--- config.mk ---
export PLATFORM = sky130hd
export DESIGN_NAME = lsa_ctrl
export DESIGN_NICKNAME = d
export VERILOG_FILES = /design/src/sv/lsa_pkg.sv /design/src/sv/lsa_ctrl.sv
export SDC_FILE = /design/constraint.sdc
export NUM_CORES = 1
export LEC_CHECK = 0
export BUFFER_PORTS_ARGS = -buffer_cell sky130_fd_sc_hd__buf_2
export CAP_MARGIN = 0
export CORE_AREA = 5 5 42 44
export DETAILED_ROUTE_END_ITERATION = 10
export DIE_AREA = 0 0 47 49
export PLACE_DENSITY = 0.3
export RECOVER_POWER = 50
export SYNTH_ARGS = -nofsm -noshare
export SYNTH_HDL_FRONTEND = slang
export SYNTH_SLANG_ARGS = --single-unit
--- constraint.sdc ---
create_clock -name aclk -period 1.21 [get_ports aclk]
set_clock_uncertainty 0.05 [all_clocks]
set_input_delay 0.0605 -clock aclk [delete_from_list [all_inputs] [get_ports aclk]]
set_output_delay 0.0605 -clock aclk [all_outputs]
set_load 0.02 [all_outputs]
--- src/sv/lsa_pkg.sv ---
// Shared types, constants and helpers for the LIFO stack allocator.
`default_nettype none
package lsa_pkg;

    // Region geometry
    localparam int OFF_W          = 32;
    localparam int HEADER_BYTES   = 16;
    localparam int STACK_DEPTH    = 64;
    localparam int ALIGN_LOG2_MAX = 15;

    localparam int DEPTH_W = $clog2(STACK_DEPTH + 1);
    localparam int IDX_W   = $clog2(STACK_DEPTH);
    localparam int PAD_W   = $clog2(HEADER_BYTES + (2 ** ALIGN_LOG2_MAX)) + 1;
    localparam int END_W   = OFF_W + 2;
    localparam int HDR_W   = 2 * OFF_W + 1;

    localparam int OP_W     = 3;
    localparam int STAT_W   = 3;
    localparam int LG_W     = 4;
    localparam int CFG_IDX_W = 1;

    typedef enum logic [OP_W-1:0] {
        OP_ALLOC    = 3'd0,
        OP_FREE     = 3'd1,
        OP_RESET    = 3'd2,
        OP_ROLLBACK = 3'd3,
        OP_QUERY    = 3'd4
    } op_t;

    typedef enum logic [STAT_W-1:0] {
        STAT_OK         = 3'd0,
        STAT_NULL       = 3'd1,
        STAT_NO_SPACE   = 3'd2,
        STAT_NOT_LAST   = 3'd3,
        STAT_BAD_MARKER = 3'd4,
        STAT_STACK_FULL = 3'd5
    } status_t;

    typedef enum logic [CFG_IDX_W-1:0] {
        REG_BASE_ADDRESS = 1'b0,
        REG_CAPACITY     = 1'b1
    } cfg_reg_t;

    // One header entry: previous top, previous last block and its valid bit
    typedef struct packed {
        logic [OFF_W-1:0] prev_top;
        logic [OFF_W-1:0] prev_last;
        logic             prev_valid;
    } hdr_entry_t;

    // Controller to datapath
    typedef struct packed {
        logic load_item;
        logic load_pad;
        logic commit;
    } dp_cmd_t;

    // Datapath status to the checks
    typedef struct packed {
        logic [DEPTH_W-1:0] depth;
        logic               last_valid;
    } dp_status_t;

    function automatic logic [OFF_W-1:0] sat_inc(input logic [OFF_W-1:0] v);
        return (&v) ? v : v + 1'b1;
    endfunction

endpackage
`default_nettype wire

--- src/sv/lsa_ctrl.sv ---
// Sequencing controller: accept, pad calculation, commit and result handoff.
`default_nettype none
module lsa_ctrl (
    input  wire logic            aclk,
    input  wire logic            aresetn,
    input  wire logic            s_valid,
    output logic                 s_ready,
    output logic                 m_valid,
    input  wire logic            m_ready,
    output lsa_pkg::dp_cmd_t     cmd
);
    import lsa_pkg::*;

    typedef enum logic [1:0] {
        IDLE,
        CALC,
        EXEC
    } state_t;

    state_t state_reg, state_next;
    logic   m_valid_reg, m_valid_next;

    // Next state and commands
    always_comb begin
        cmd          = '0;
        state_next   = state_reg;
        m_valid_next = m_valid_reg & ~m_ready;
        case (state_reg)
            IDLE: begin
                if (s_valid) begin
                    cmd.load_item = 1'b1;
                    state_next    = CALC;
                end
            end
            CALC: begin
                cmd.load_pad = 1'b1;
                state_next   = EXEC;
            end
            EXEC: begin
                // hold until the result register is free
                if (!m_valid_reg || m_ready) begin
                    cmd.commit   = 1'b1;
                    m_valid_next = 1'b1;
                    state_next   = IDLE;
                end
            end
            default: begin
                state_next = IDLE;
            end
        endcase
    end

    always_ff @(posedge aclk) begin
        if (!aresetn) begin
            state_reg   <= IDLE;
            m_valid_reg <= 1'b0;
        end else begin
            state_reg   <= state_next;
            m_valid_reg <= m_valid_next;
        end
    end

    assign s_ready = (state_reg == IDLE);
    assign m_valid = m_valid_reg;

endmodule
`default_nettype wire

==> impl_metrics.yaml <==
final_layout:
  final_util_pct: 16.16
  diodes: 0
  syn2layout_area_growth_pct: 63.06
  fin_area_um2: 226.5
  nFillCells: 159
  layout.cells.non_filler: 41
  drive_gt1_share_pct: 48.00
  final_common_cell: "buf_2"
  mostFrequentLayoutCells: "buf_2, clkbuf_4, dfxtp_1, nand2b_1, clkbuf_1"
  fin_nets: 30
  largest_register_ffs: 2
sta:
  finalHoldViolCount: 0
  whs_ns: 0.02086
  finalMaxSlewViolations: 0
  rsz0062_at_grt: "false"
  fmax_mhz: 901.6
  post-route-period-util_pct: 91.66
  period_needed_ns: 1.109
  maxSlewHeadroom_pct: 82.80
  setup_violations: 0
  tightest_slew_ns: 0.2591
  setup_tns_ns: 0
  worst_slack_ns: 0.1009
placement:
  dpl-instance-area_um2: 198.9
  pre_cts_slack_ns: 0.2877
  gp_congestion: 0.6495
  hpwl_um: 270.6
  io_buffer_count: 8
  dp.cells: 37
floorplan:
  rows: 14
  core_area_mm2: 0.001401
  num_io_pins: 9
  die_area_mm2: 0.002303
  die_h_um: 49
  die_w_um: 47
  start_util_pct: 9.911
run:
  maxCapViolations: 0
clock_network:
  worstSkewPairLatency_ns: 0.23
  numCtsBuffers: 3
  clockBufferDepth: 2
  cts_tree: "built"
  post-cts-setup-buffers: 0
  ctsRootBufferMaster: "clkbuf_4"
  cts_sinks: 3
  path_clk_slew_ns: 0.04
  htreeDepth: 1
power:
  power_uw: 330.8
  power_density_mw_per_mm2: 1461
  power.switching_uw: 81.45
  comb_power_share_pct: 13.9
  seqPwrFrac_pct: 33.0
  ir_worst_vdd_v: 0.0006745
  swShare_pct: 24.62
  p_int_uw: 249.4
  pwr-share-clk_pct: 53.1
  p_leak_nw: 0.09967
critical_path:
  cp-end-kind: "output port"
  cp_max_fo: 5
  critPathKind: "flop to output port"
  start_kind: "flop"
  cp.arrival_ns: 1.00
  worst_ep_required_time_ns: 1.10
logic_synthesis:
  yosysUniqueCellTypes: 10
  synth_area_um2: 138.9
  avgSynthCellArea_um2: 10.68
  ys_top_cells_by_area: "dfxtp_1, and4bb_1, nand2b_1"
  synth-seq-cells: 3
  ys_seq_area_share_pct: 43.24
  syn_inst: 13
  synth_top_area_share_pct: 43.24
  syn_nets: 17
  yosysWarnings: 0
  synth_top_cell_by_area: "dfxtp_1"
global_routing:
  grt_pass1_vias: 150
  overflow: 0
  grtUsageTotal_pct: 4.152
  grt_pass1_wl_um: 641
  antenna_found_initial: 0
  grt_max_degree: 6
routing:
  vias_per_cell: 3.220
  routedWlPerCell_um: 8.439
  drc: 0
  routed_wirelength_um: 346
  first_pass_iters: 3
  postRouteAntennaNets: 0
  num_vias: 132
  drt_first_iter_violations: 6
run_status:
  status: "complete, no violations"
worst_hold_path:
  hold_path_class: "input pin to flop"
[logic make-up (layout without fill, tap and decap cells)]
family	count (synthesis)	after routing	share of synthesized area, %
AND/OR/NAND/NOR	8	8	45.95
flip-flops	3	3	43.24
AO/OA/AOI/OAI	2	2	10.81
buffers and inverters	0	12	0
[power groups by stage]
stage / registers (mW) / logic, mW / clock network [mW]
final: 0.109 / 0.0458 / 0.176
after global routing: 0.110 / 0.0502 / 0.208
after CTS: 0.109 / 0.0461 / 0.183
after detailed placement: 0.111 / 0.0454 / 0
after floorplan: 0.111 / 0.0274 / 0
after global placement: 0.110 / 0.0447 / 0
[worst max-delay path: stages, from the launching register on]
cell,delay (ns)
dfxtp_1,0.34
nand2b_1,0.17
nor2b_1,0.12
buf_4,0.15
[per-layer routing]
layer	track usage [%]	part of all wire, %	wire, um	vias up
met1	5.263	54	187	53
met4	1.382	0	0	0
li1	-	-	-	70
met3	5.166	18	62	0
met5	0	0	0	-
met2	4.072	28	96	9
[final timing paths]
path                              from                        end  slack (ns)  cells past startpoint
max          state_reg[0]$_SDFFE_PN0P_                     cmd[0]        0.10                      3
min                            aresetn  state_reg[1]$_SDFFE_PN0P_        0.02                      2
max reg2reg  state_reg[1]$_SDFFE_PN0P_  state_reg[1]$_SDFFE_PN0P_        0.28                      2
min reg2reg         m_valid$_SDFF_PN0_         m_valid$_SDFF_PN0_        0.47                      2
[synth_stat cells]
library cell,count
nor2b_1,1
a21boi_0,1
nor3b_2,1
nor2_1,1
and2b_4,1
and2_1,1
and4bb_1,1
o21a_1,1
nand2b_1,2
dfxtp_1,3
[final cells by class]
| cell class | count | area (um^2) | share of cell area (%) |
|---|---|---|---|
| multi-input cells | 10 | 78.83 | 34.81 |
| flip-flops and latches | 3 | 60.06 | 26.52 |
| repair buffers | 8 | 41.29 | 18.23 |
| clock buffers | 4 | 26.28 | 11.60 |
| well taps | 16 | 20.02 | 8.840 |
[what timing repair did]
action,4_1_cts,5_1_grt
setup endpoints to repair,0,1
resized for setup,0,1
hold buffers,0,0
Power figures use the tool's default switching activity.
